===== config.mk =====
export PLATFORM = sky130hd
export DESIGN_NAME = sha1_message_hash
export DESIGN_NICKNAME = d
export VERILOG_FILES = /design/src/sv/sha1_pkg.sv /design/src/sv/sha1_ctrl.sv /design/src/sv/sha1_dp.sv /design/src/sv/sha1_message_hash.sv
export SDC_FILE = /design/constraint.sdc
export NUM_CORES = 2
export LEC_CHECK = 0
export ABC_AREA = 1
export BUFFER_PORTS_ARGS = -buffer_cell sky130_fd_sc_hd__buf_2
export CAP_MARGIN = 30
export CORE_MARGIN = 2
export CORE_UTILIZATION = 60
export CTS_CLUSTER_SIZE = 25
export DETAILED_ROUTE_END_ITERATION = 6
export HOLD_SLACK_MARGIN = 0.03
export PLACE_DENSITY = 0.81
export SLEW_MARGIN = 30
export SYNTH_ARGS = -nofsm -noshare
export SYNTH_HDL_FRONTEND = slang
export SYNTH_SLANG_ARGS = --single-unit

===== constraint.sdc =====
create_clock -name i_clk -period 23.4 [get_ports i_clk]
set_input_delay 2.34 -clock i_clk [delete_from_list [all_inputs] [get_ports i_clk]]
set_output_delay 2.34 -clock i_clk [all_outputs]
set_load 0.01 [all_outputs]

===== src/sv/sha1_pkg.sv =====
// Package with the shared types, constants and control structs of the SHA-1 hash block.
`default_nettype none

package sha1_pkg;

    localparam int unsigned BYTE_W      = 8;
    localparam int unsigned WORD_W      = 32;
    localparam int unsigned BLOCK_WORDS = 16;
    localparam int unsigned HASH_WORDS  = 5;
    localparam int unsigned COUNT_W     = 61;
    localparam int unsigned POS_W       = 6;
    localparam int unsigned ROUND_W     = 7;
    localparam int unsigned IDX_W       = 3;

    localparam logic [POS_W-1:0]   POS_LAST   = 6'd63;
    localparam logic [POS_W-1:0]   POS_LEN    = 6'd56;
    localparam logic [ROUND_W-1:0] ROUND_P1   = 7'd20;
    localparam logic [ROUND_W-1:0] ROUND_P2   = 7'd40;
    localparam logic [ROUND_W-1:0] ROUND_P3   = 7'd60;
    localparam logic [ROUND_W-1:0] ROUND_LAST = 7'd79;
    localparam logic [IDX_W-1:0]   IDX_LAST   = 3'd4;

    localparam logic [BYTE_W-1:0] PAD_MARK = 8'h80;

    localparam logic [WORD_W-1:0] H_INIT [HASH_WORDS] = '{
        32'h67452301, 32'hEFCDAB89, 32'h98BADCFE, 32'h10325476, 32'hC3D2E1F0
    };

    localparam logic [WORD_W-1:0] K_0 = 32'h5A827999;
    localparam logic [WORD_W-1:0] K_1 = 32'h6ED9EBA1;
    localparam logic [WORD_W-1:0] K_2 = 32'h8F1BBCDC;
    localparam logic [WORD_W-1:0] K_3 = 32'hCA62C1D6;

    typedef struct packed {
        logic [BYTE_W-1:0] data_byte;
        logic              has_byte;
        logic              last_byte;
    } t_in_item;

    typedef struct packed {
        logic [WORD_W-1:0] digest_word;
        logic [IDX_W-1:0]  word_index;
        logic              last_word;
    } t_out_item;

    typedef enum logic [2:0] {
        ST_IDLE,
        ST_PAD,
        ST_ROUND,
        ST_ADD,
        ST_EMIT
    } t_state;

    typedef enum logic [1:0] {
        SEL_MSG,
        SEL_MARK,
        SEL_ZERO,
        SEL_LEN
    } t_byte_sel;

    typedef struct packed {
        logic      shift_en;
        t_byte_sel sel;
        logic      count_en;
        logic      count_clr;
        logic      load_vars;
        logic      round_en;
        logic      add_en;
        logic      h_init;
        logic      idx_next;
    } t_dp_cmd;

    typedef struct packed {
        logic pos_last;
        logic pos_len;
        logic round_last;
        logic idx_last;
    } t_dp_status;

endpackage

`default_nettype wire


===== src/sv/sha1_ctrl.sv =====
// Controller state machine that sequences loading, padding, rounds and digest output.
`default_nettype none

module sha1_ctrl (
    input  logic                   i_clk,
    input  logic                   i_rst_n,
    input  logic                   i_in_valid,
    input  logic                   i_has_byte,
    input  logic                   i_last_byte,
    input  logic                   i_out_stall,
    input  sha1_pkg::t_dp_status   i_status,
    output sha1_pkg::t_dp_cmd      o_cmd,
    output logic                   o_in_stall,
    output logic                   o_out_valid
);

    sha1_pkg::t_state r_state, n_state;
    // r_pad: message ended, padding in progress. r_mark: the 0x80 byte is in.
    // r_final: the length goes into the block now being filled.
    logic r_pad, n_pad;
    logic r_mark, n_mark;
    logic r_final, n_final;

    always_ff @(posedge i_clk) begin
        if (!i_rst_n) begin
            r_state <= sha1_pkg::ST_IDLE;
            r_pad   <= 1'b0;
            r_mark  <= 1'b0;
            r_final <= 1'b0;
        end else begin
            r_state <= n_state;
            r_pad   <= n_pad;
            r_mark  <= n_mark;
            r_final <= n_final;
        end
    end

    always_comb begin
        n_state = r_state;
        n_pad   = r_pad;
        n_mark  = r_mark;
        n_final = r_final;
        unique case (r_state)
            sha1_pkg::ST_IDLE: begin
                if (i_in_valid) begin
                    if (i_has_byte && i_status.pos_last) begin
                        n_state = sha1_pkg::ST_ROUND;
                        n_pad   = i_last_byte;
                    end else if (i_last_byte) begin
                        n_state = sha1_pkg::ST_PAD;
                        n_pad   = 1'b1;
                    end
                end
            end
            sha1_pkg::ST_PAD: begin
                if (!r_mark) begin
                    n_mark  = 1'b1;
                    n_final = !i_status.pos_len;
                end
                if (i_status.pos_last) begin
                    n_state = sha1_pkg::ST_ROUND;
                end
            end
            sha1_pkg::ST_ROUND: begin
                if (i_status.round_last) begin
                    n_state = sha1_pkg::ST_ADD;
                end
            end
            sha1_pkg::ST_ADD: begin
                if (r_pad && r_final) begin
                    n_state = sha1_pkg::ST_EMIT;
                end else if (r_pad) begin
                    n_state = sha1_pkg::ST_PAD;
                    n_final = 1'b1;
                end else begin
                    n_state = sha1_pkg::ST_IDLE;
                end
            end
            sha1_pkg::ST_EMIT: begin
                if (!i_out_stall && i_status.idx_last) begin
                    n_state = sha1_pkg::ST_IDLE;
                    n_pad   = 1'b0;
                    n_mark  = 1'b0;
                    n_final = 1'b0;
                end
            end
            default: begin
                n_state = sha1_pkg::ST_IDLE;
            end
        endcase
    end

    always_comb begin
        o_cmd       = '0;
        o_cmd.sel   = sha1_pkg::SEL_ZERO;
        o_in_stall  = 1'b1;
        o_out_valid = 1'b0;
        unique case (r_state)
            sha1_pkg::ST_IDLE: begin
                o_in_stall = 1'b0;
                if (i_in_valid && i_has_byte) begin
                    o_cmd.shift_en  = 1'b1;
                    o_cmd.sel       = sha1_pkg::SEL_MSG;
                    o_cmd.count_en  = 1'b1;
                    o_cmd.load_vars = i_status.pos_last;
                end
            end
            sha1_pkg::ST_PAD: begin
                o_cmd.shift_en  = 1'b1;
                o_cmd.load_vars = i_status.pos_last;
                if (!r_mark) begin
                    o_cmd.sel = sha1_pkg::SEL_MARK;
                end else if (r_final && i_status.pos_len) begin
                    o_cmd.sel = sha1_pkg::SEL_LEN;
                end else begin
                    o_cmd.sel = sha1_pkg::SEL_ZERO;
                end
            end
            sha1_pkg::ST_ROUND: begin
                o_cmd.round_en = 1'b1;
            end
            sha1_pkg::ST_ADD: begin
                o_cmd.add_en = 1'b1;
            end
            sha1_pkg::ST_EMIT: begin
                o_out_valid = 1'b1;
                if (!i_out_stall) begin
                    o_cmd.idx_next = 1'b1;
                    if (i_status.idx_last) begin
                        o_cmd.h_init    = 1'b1;
                        o_cmd.count_clr = 1'b1;
                    end
                end
            end
            default: begin
                o_in_stall = 1'b1;
            end
        endcase
    end

endmodule

`default_nettype wire


===== src/sv/sha1_dp.sv =====
// Datapath with the block window, message schedule, round logic, chaining words and counters.
`default_nettype none

module sha1_dp (
    input  logic                                i_clk,
    input  logic                                i_rst_n,
    input  sha1_pkg::t_dp_cmd                   i_cmd,
    input  logic [sha1_pkg::BYTE_W-1:0]         i_byte,
    output sha1_pkg::t_dp_status                o_status,
    output sha1_pkg::t_out_item                 o_item
);

    localparam int unsigned BW = sha1_pkg::BYTE_W;
    localparam int unsigned WW = sha1_pkg::WORD_W;
    localparam int unsigned NB = sha1_pkg::BLOCK_WORDS;
    localparam int unsigned NH = sha1_pkg::HASH_WORDS;

    // r_win[0] is the oldest word; bytes enter at the low end of r_win[15].
    // During rounds r_win[0] holds the schedule word of the current round.
    logic [WW-1:0] r_win [NB];
    logic [WW-1:0] r_a, r_b, r_c, r_d, r_e;
    logic [WW-1:0] r_h [NH];
    logic [sha1_pkg::COUNT_W-1:0] r_count;
    logic [sha1_pkg::POS_W-1:0]   r_pos;
    logic [sha1_pkg::ROUND_W-1:0] r_round;
    logic [sha1_pkg::IDX_W-1:0]   r_idx;

    logic [BW-1:0]   shift_byte;
    logic [63:0]     len_bits;
    logic [63:0]     len_shift;
    logic [WW-1:0]   w_mix;
    logic [WW-1:0]   w_new;
    logic [WW-1:0]   f_val;
    logic [WW-1:0]   k_val;
    logic [WW-1:0]   t_sum;

    assign len_bits  = {r_count, 3'b000};
    assign len_shift = len_bits << {r_pos[2:0], 3'b000};

    always_comb begin
        unique case (i_cmd.sel)
            sha1_pkg::SEL_MSG:  shift_byte = i_byte;
            sha1_pkg::SEL_MARK: shift_byte = sha1_pkg::PAD_MARK;
            sha1_pkg::SEL_ZERO: shift_byte = '0;
            sha1_pkg::SEL_LEN:  shift_byte = len_shift[63 -: BW];
            default:            shift_byte = '0;
        endcase
    end

    assign w_mix = r_win[13] ^ r_win[8] ^ r_win[2] ^ r_win[0];
    assign w_new = {w_mix[WW-2:0], w_mix[WW-1]};

    always_comb begin
        if (r_round < sha1_pkg::ROUND_P1) begin
            f_val = (r_b & r_c) | (~r_b & r_d);
            k_val = sha1_pkg::K_0;
        end else if (r_round < sha1_pkg::ROUND_P2) begin
            f_val = r_b ^ r_c ^ r_d;
            k_val = sha1_pkg::K_1;
        end else if (r_round < sha1_pkg::ROUND_P3) begin
            f_val = (r_b & r_c) | (r_b & r_d) | (r_c & r_d);
            k_val = sha1_pkg::K_2;
        end else begin
            f_val = r_b ^ r_c ^ r_d;
            k_val = sha1_pkg::K_3;
        end
    end

    assign t_sum = {r_a[WW-6:0], r_a[WW-1 -: 5]} + f_val + r_e + k_val + r_win[0];

    always_ff @(posedge i_clk) begin
        if (i_cmd.shift_en) begin
            for (int i = 0; i < NB - 1; i++) begin
                r_win[i] <= {r_win[i][WW-BW-1:0], r_win[i+1][WW-1 -: BW]};
            end
            r_win[NB-1] <= {r_win[NB-1][WW-BW-1:0], shift_byte};
        end else if (i_cmd.round_en) begin
            for (int i = 0; i < NB - 1; i++) begin
                r_win[i] <= r_win[i+1];
            end
            r_win[NB-1] <= w_new;
        end
    end

    always_ff @(posedge i_clk) begin
        if (i_cmd.load_vars) begin
            r_a <= r_h[0];
            r_b <= r_h[1];
            r_c <= r_h[2];
            r_d <= r_h[3];
            r_e <= r_h[4];
        end else if (i_cmd.round_en) begin
            r_a <= t_sum;
            r_b <= r_a;
            r_c <= {r_b[1:0], r_b[WW-1:2]};
            r_d <= r_c;
            r_e <= r_d;
        end
    end

    always_ff @(posedge i_clk) begin
        if (!i_rst_n) begin
            for (int i = 0; i < NH; i++) begin
                r_h[i] <= sha1_pkg::H_INIT[i];
            end
            r_count <= '0;
            r_pos   <= '0;
            r_round <= '0;
            r_idx   <= '0;
        end else begin
            if (i_cmd.h_init) begin
                for (int i = 0; i < NH; i++) begin
                    r_h[i] <= sha1_pkg::H_INIT[i];
                end
            end else if (i_cmd.add_en) begin
                r_h[0] <= r_h[0] + r_a;
                r_h[1] <= r_h[1] + r_b;
                r_h[2] <= r_h[2] + r_c;
                r_h[3] <= r_h[3] + r_d;
                r_h[4] <= r_h[4] + r_e;
            end
            if (i_cmd.count_clr) begin
                r_count <= '0;
            end else if (i_cmd.count_en) begin
                r_count <= r_count + 1'b1;
            end
            if (i_cmd.shift_en) begin
                r_pos <= r_pos + 1'b1;
            end
            if (i_cmd.load_vars) begin
                r_round <= '0;
            end else if (i_cmd.round_en) begin
                r_round <= r_round + 1'b1;
            end
            if (i_cmd.idx_next) begin
                r_idx <= (r_idx == sha1_pkg::IDX_LAST) ? '0 : r_idx + 1'b1;
            end
        end
    end

    assign o_status.pos_last   = (r_pos == sha1_pkg::POS_LAST);
    assign o_status.pos_len    = (r_pos >= sha1_pkg::POS_LEN);
    assign o_status.round_last = (r_round == sha1_pkg::ROUND_LAST);
    assign o_status.idx_last   = (r_idx == sha1_pkg::IDX_LAST);

    assign o_item.digest_word = r_h[r_idx];
    assign o_item.word_index  = r_idx;
    assign o_item.last_word   = (r_idx == sha1_pkg::IDX_LAST);

endmodule

`default_nettype wire


===== src/sv/sha1_message_hash.sv =====
// Top level of the streaming SHA-1 hash block: controller plus datapath.
//
// The input channel takes one beat per message byte (data_byte, has_byte,
// last_byte). A beat with has_byte set adds its byte to the message; a beat
// with last_byte set ends the message after its byte, if any. A beat with
// neither flag does nothing. The output channel gives five beats per message,
// digest words H0 to H4 in order, with last_word set on the fifth.
// Message bytes are taken while o_in_stall is low. Every 64th byte starts
// the compression, which holds o_in_stall high through the rounds and the
// fold of the round result into the chaining words; a single shared round
// unit runs all the rounds.
// After the last beat the block shifts in the padding one byte per cycle up
// to the end of the block, followed by one compression, or by two when fewer
// than nine bytes were free, and then by the digest beats, which come
// straight from the chaining registers.
// If the receiver raises i_out_stall the current word simply holds, and the
// block accepts no new input until the fifth word is taken; it then returns
// to its initial chaining values and a zero byte count for the next message.
// Reset, synchronous and active low, gives that same initial state at once.
`default_nettype none

module sha1_message_hash (
    input  logic                i_clk,
    input  logic                i_rst_n,
    input  logic                i_in_valid,
    output logic                o_in_stall,
    input  sha1_pkg::t_in_item  i_in_data,
    output logic                o_out_valid,
    input  logic                i_out_stall,
    output sha1_pkg::t_out_item o_out_data
);

    sha1_pkg::t_dp_cmd    dp_cmd;
    sha1_pkg::t_dp_status dp_status;

    sha1_ctrl u_ctrl (
        .i_clk       (i_clk),
        .i_rst_n     (i_rst_n),
        .i_in_valid  (i_in_valid),
        .i_has_byte  (i_in_data.has_byte),
        .i_last_byte (i_in_data.last_byte),
        .i_out_stall (i_out_stall),
        .i_status    (dp_status),
        .o_cmd       (dp_cmd),
        .o_in_stall  (o_in_stall),
        .o_out_valid (o_out_valid)
    );

    sha1_dp u_dp (
        .i_clk    (i_clk),
        .i_rst_n  (i_rst_n),
        .i_cmd    (dp_cmd),
        .i_byte   (i_in_data.data_byte),
        .o_status (dp_status),
        .o_item   (o_out_data)
    );

endmodule

`default_nettype wire

Yosys cells after proc, flatten, opt, wreduce, memory -nomap -nowiden:

Memories as Yosys holds them, arrays and structs flattened. A register that Yosys moved wholly into a read port is not among the register bits.
Cells that the tools add are included.

* add/sub/neg operators: 13
* magnitude comparators: 4
* eq/ne operators: 18
* shifts and indexed selects: 1
* multiplexer cells: 94
* bitwise gates (word level): 40
* reductions and logical operators: 19

Operators with widths (count)
* $mux W32: 41
* $add A32 B32 Y32: 9
* $xor A32 B32 Y32: 5
* $and A32 B32 Y32: 4
* $or A32 B32 Y32: 3
* $shl A64 B6 Y64: 1
* $add A61 B1 Y61 const B: 1
* $not A32 Y32: 1
* $pmux W8 S4: 1
* $mux W1: 31
* $mux W31: 1
* $mux W3: 10
* $or A1 B1 Y1: 26
* $pmux W3 S5: 1
* $lt A7 B6 Y1 const B: 2
* $reduce_and A5 Y1: 2
* $ne A2 B2 Y1 const B: 4
* $add A7 B1 Y7 const B: 1
* $eq A7 B7 Y1 const B: 1
* $lt A7 B5 Y1 const B: 1
* $add A6 B1 Y6 const B: 1
* $eq A3 B2 Y1 const B: 2
* $eq A3 B3 Y1 const B: 2
* $eq A6 B6 Y1 const B: 1
* other kinds (22): 37

* register bits after elaboration: 243
* RAM bits: 672
* bits of input ports: 14
* output and inout port bits: 38
* word-level logic and storage cells: 204
* memories kept: 2

Memories
* u_dp.r_win: words 16, bits a word 32, rd ports 16, clocked after memory_dff 0, wr ports 16, line sha1_dp.sv:20 `logic [WW-1:0] r_win [NB];`
* u_dp.r_h: words 5, bits a word 32, rd ports 6, clocked after memory_dff 1, wr ports 5, line sha1_dp.sv:22 `logic [WW-1:0] r_h [NH];`

Longest topological paths before layout:

* depth after elaboration: 12
* depth in mapped cells: 27
* gate-level depth less buffers: 26

Modules after synthesis:

Synthesis repeated with hierarchy kept, for this count alone.

* cell total of the unflattened synthesis: 6583
* area, all modules: 56573.0 sq um

Modules (own cells, without submodules)
* sha1_dp: times used 1, cells an instance 6491, area an instance 56041.2 sq um, sequential area each 26585.5 sq um
* sha1_ctrl: times used 1, cells an instance 92, area an instance 531.8 sq um, sequential area each 120.1 sq um

Least setup slack after synthesis:

No wires, ideal clock.

* path type: input to register
* start: in i_in_valid
* end: mem u_dp.r_win[0][0] in the netlist's numbering (enable)
* setup time: 3.664 ns
* arrival: 11.378 ns
* slack: 8.358 ns
* stages: 8
* path buffers: 2
* cell sequence: nand2_1 > inv_1 > nand3_4 > nand2_2 > inv_2 > buf_2 > buf_2 > nand2_1

RTL lines
* from (decl): line sha1_message_hash.sv:25 `input logic i_in_valid,`
* to (decl): line sha1_dp.sv:20

Worst setup path in the final report:

* start: reg u_dp.r_round[5] in the netlist's numbering
* end: reg u_dp.r_a[29] (data pin)

* longest elaborated chain between the ends: 10

RTL lines
* from (decl): line sha1_dp.sv:25 `logic [sha1_pkg::ROUND_W-1:0] r_round;`
* from (signal assigned): line sha1_dp.sv:133 `r_round <= r_round + 1'b1;`
* $lt A7 B6 Y1: line sha1_dp.sv:60 `end else if (r_round < sha1_pkg::ROUND_P3) begin`
* $mux W32: line sha1_dp.sv:60
* $mux W32: line sha1_dp.sv:57 `end else if (r_round < sha1_pkg::ROUND_P2) begin`
* $mux W32: line sha1_dp.sv:54 `if (r_round < sha1_pkg::ROUND_P1) begin`
* $add A32 B32 Y32 (2 in series): line sha1_dp.sv:69 `assign t_sum = {r_a[WW-6:0], r_a[WW-1 -: 5]} + f_val + r_e + k_val + r_win[0];`
* $add A32 B32 Y32 * (2 in series): line sha1_dp.sv:69
* $mux W32 *: line sha1_dp.sv:92 `end else if (i_cmd.round_en) begin`
* $mux W32 *: line sha1_dp.sv:86 `if (i_cmd.load_vars) begin`
* to (signal assigned): line sha1_dp.sv:87 `r_a <= r_h[0];`
* to (signal assigned): line sha1_dp.sv:93 `r_a <= t_sum;`
* to (decl): line sha1_dp.sv:21 `logic [WW-1:0] r_a, r_b, r_c, r_d, r_e;`

Mark *: on every way between the ends. The rest lies on a longest branch, timed or not. The select of a mux whose other input is x is not followed.
A chain may end at the register's enable or synchronous reset.

==> flow_results.org <==
** Routing
- Using the TritonRoute via totals, the vias-per-cell ratio works out to 5.933.
- Wires add up to 186400 um.
- After the first detailed-routing iteration, the DRC count stood at 6126.
- Number of routed nets with antenna violations :: 0
- Via count :: 49.38k
- The pre-antenna-repair detailed-routing pass consisted of 7 iterations.
- DRC violation count after routing :: 3
- Routed WL per cell :: 22.40 um

** Clock tree
- Clock latency on the worst-skew pair, taken at its later pin, is 730 ps.
- Clock tree from TritonCTS :: done
- Sink count of the clock tree :: 918
- CTS resizes :: 0
- Buffers inserted to repair hold after CTS numbered 0.
- Max Root-Sink Buffers :: 3
- Counting the buffers created by CTS gives 100.
- CTS clk-pin slew, worst paths :: 60 ps
- The number of setup buffers added after CTS is 0.
- Clock tree synthesis selected as its root buffer the cell clkbuf_16.
- Number of H-tree levels :: 3

** Global route
- Wire length of the first global-routing pass :: 279900 um
- For this run the aggregate overflow at the end of global routing stands at 0.
- The via count of the first global-routing pass came to 46.59k.
- Entering global routing, the biggest net connects 198 pins.
- Gr usage total :: 37.86%
- Number of antenna violations at the first check in global routing :: 5

** Synth
- Number of warnings issued by yosys :: 0
- Counting every net in the synthesized netlist gives 7366.
- Leading cell types by total area after synthesis :: edfxtp_1, nand2_1, inv_1
- Fraction of registers with async set or reset after synthesis :: 0%
- In the synthesized netlist, the number of instances is 7002.
- Post-Syn Area per Cell :: 8.200 um2
- Portion of the post-synthesis area used by sequential elements :: 46.51%
- nand2_1 is the most common cell in the netlist.
- Post-synthesis instance area :: 57420 um2
- Fraction of synthesized cell area taken by the top area cell type :: 43.51%
- For this run, the leading register cell type out of synthesis is edfxtp_1.
- Most common library cells after synthesis :: nand2_1, inv_1, edfxtp_1, nor2_1, o21ai_0
- Synth cell types :: 50
- Counting flops with a built-in enable in the synthesized netlist gives 832.
- edfxtp_1 takes more of the synthesized area than any other cell.
- Synthesis inferred 918 register bits.

** Floorplan
- Placeable core region :: 94870 um2
- For this design the top-level I/O count stands at 52.
- Measured along the y axis, the die boundary spans 313.3 um.
- Row cnt :: 113
- Overall die area :: 98180 um2
- The die is 313.3 um wide.
- Starting utilization of the core area :: 60.52%

** Critical path
- The largest single stage delay on the critical path is 500 ps.
- Required time of the critical path :: 23880 ps
- Along the worst path, the maximum fanout reaches 37.
- Setup CP Type :: reg -> reg
- On the critical path, the stage with the largest delay is an instance of buf_4.
- CP Capture Type :: flip-flop
- The most numerous cell type found on the critical path is nand2_1.
- STA puts the critical path data arrival time at 6770 ps.
- The worst setup path is launched from a flip-flop.

** Min path
- Worst Hold Class :: reg -> reg

** Timing
- For the final database, setup skew stands at 40.15 ps.
- In this run the tightest slew margin relative to its limit is 32.92%.
- The number of endpoints with negative hold slack in the final report is 0.
- Setup violations remaining at the end of the flow were counted as 0.
- Final Critical Period :: 6289 ps
- After layout, the worst path uses 26.88% of the clock period.
- For this run, the top clock speed supported by timing is 0.1590 GHz.
- Hold timing on the final database bottoms out at a slack of 479.3 ps.
- The final count of pins violating max slew came to 0.
- Summed over all failing endpoints, the final setup total negative slack is 0 ps.
- At the pin with the least slew margin, the transition time is 1006 ps.
- Unrepaired setup endpoints after global routing :: no

** Place
- The count of buffers added on input and output ports is 51.
- Placed inst area :: 58780 um2
- Final RePlAce weighted congestion :: 1.045
- Detailed placement finished with a half-perimeter wire length of 139700 um.

** Outcome
- The run finished, with violations left.
- The final reports fail on design-rule violations.

** Layout
- Counting the fill cells in the layout gives 7945.
- Total Nets Final :: 7343
- Area growth from synthesis to final layout :: 8.283%
- Share of post-route cells with drive strength above 1 :: 3.955%
- After routing the design area is 62170 um2.

** Pwr
- In this run the power density over the cells is 70.94 nW/um2.
- Leakage power :: 26.41 nW
- IR analysis of the VDD net gives a maximum drop of 77.82 uV.

** Flow run
- Number of max-cap violations :: 0
placed cells by master, fill, tap and decap left out, drive strengths merged, types with 8 or more instances in the layout:
cell type  instances
clkbuf           126
buf               91
o22ai             23
o221ai             9
o211ai            38
mux2i             34
clkinv            37
o21bai            24
xor2              40
nor2             615
fa               124
a31oi             39
or2               12
a21oi            479
nor3              97
nand2           2101
o21a              36
nand3            272
nand4             50
nor4              10
nand3b            18
a21o              31
o21ai            527
dfxtp             86
bufinv            11
ha               226
xnor2            109
edfxtp           832
a21boi             8
inv              923
cell type report:
type,count,area (um2),area share (%)
Sequential cell,918,26710,42.97
Multi-Input combinational cell,4943,26400,42.47
Inverter,925,3482,5.601
Clock buffer,126,2630,4.230
Tap cell,1265,1583,2.546
Clock inverter,52,704.4,1.133
Timing Repair Buffer,91,646.9,1.040
Antenna cell,3,7.507,0.01208
registers in the layout, summed over array words and instances (netlist names), named ones only:
register and count:
u_dp.r_e 32, u_ctrl.r_final 1, u_dp.r_idx 3, u_ctrl.r_state 3, u_dp.r_c 32, u_ctrl.r_mark 1
u_ctrl.r_pad 1, u_dp.r_round 7, u_dp.r_a 32, u_dp.r_b 32, u_dp.r_pos 6, u_dp.r_h 160
u_dp.r_win 512, u_dp.r_count 61, u_dp.r_d 32
power breakdown:
group / switching [mW] / total (mW) / internal [mW]
registers: 0.116 / 2.16 / 2.04
clock network: 0.714 / 1.64 / 0.925
logic: 0.420 / 0.616 / 0.196
total: 1.25 / 4.41 / 3.16
metal layers:
layer  routed length [um]  GRT usage (%)  vias up
met5                   25              0        -
met2                83400          58.99     2573
li1                     -              -    23020
met3                18910          7.099      544
met1                71940          50.49    23240
met4                12150          20.44        4
stage by stage:
step | std cells | setup WS [ps] | util, % | total power [mW]
global route | 8320 | 16750 | 65.53 | 4.566
CTS | 8319 | 17190 | 65.47 | 4.411
floorplan | 7002 | 8358 | - | 2.644
finish | 8323 | 17110 | 65.53 | 4.411
global placement | 8139 | 16200 | 61.90 | 2.762
detailed placement | 8141 | 16440 | 61.96 | 2.786
critical path, delay by kind of cell (launching register included):
family | cells | cell delay, ps
adder cells (fa/ha/maj) | 5 | 1990
AND/OR/NAND/NOR | 12 | 1290
buffers and inverters | 6 | 1270
AO/OA/AOI/OAI | 4 | 1070
flip-flops | 1 | 430
logic make-up (layout without fill, tap and decap cells):
kind of cell / after synthesis / after routing / share of synthesized area [%]
buffers and inverters: 1141 / 1194 / 7.616
other: 0 / 3 / 0
adders and majority gates: 350 / 350 / 9.249
xor gates and xnor gates: 149 / 149 / 2.273
and+or+nand+nor: 3191 / 3191 / 22.29
muxes: 34 / 34 / 0.5928
AOI/OAI and AO/OA: 1219 / 1219 / 11.46
DFF: 918 / 918 / 46.51
final timing paths:
path	slack, ps	end	cells after the start	from
setup / recovery	17110	u_dp.r_a[29]	27	u_dp.r_round[5]
hold / removal	480	u_dp.r_pos[5]	2	u_dp.r_pos[5]
setup reg to reg	17110	u_dp.r_a[29]	27	u_dp.r_round[5]
hold reg to reg	480	u_dp.r_pos[5]	2	u_dp.r_pos[5]
Note: power is estimated with default switching activity, not from simulation.
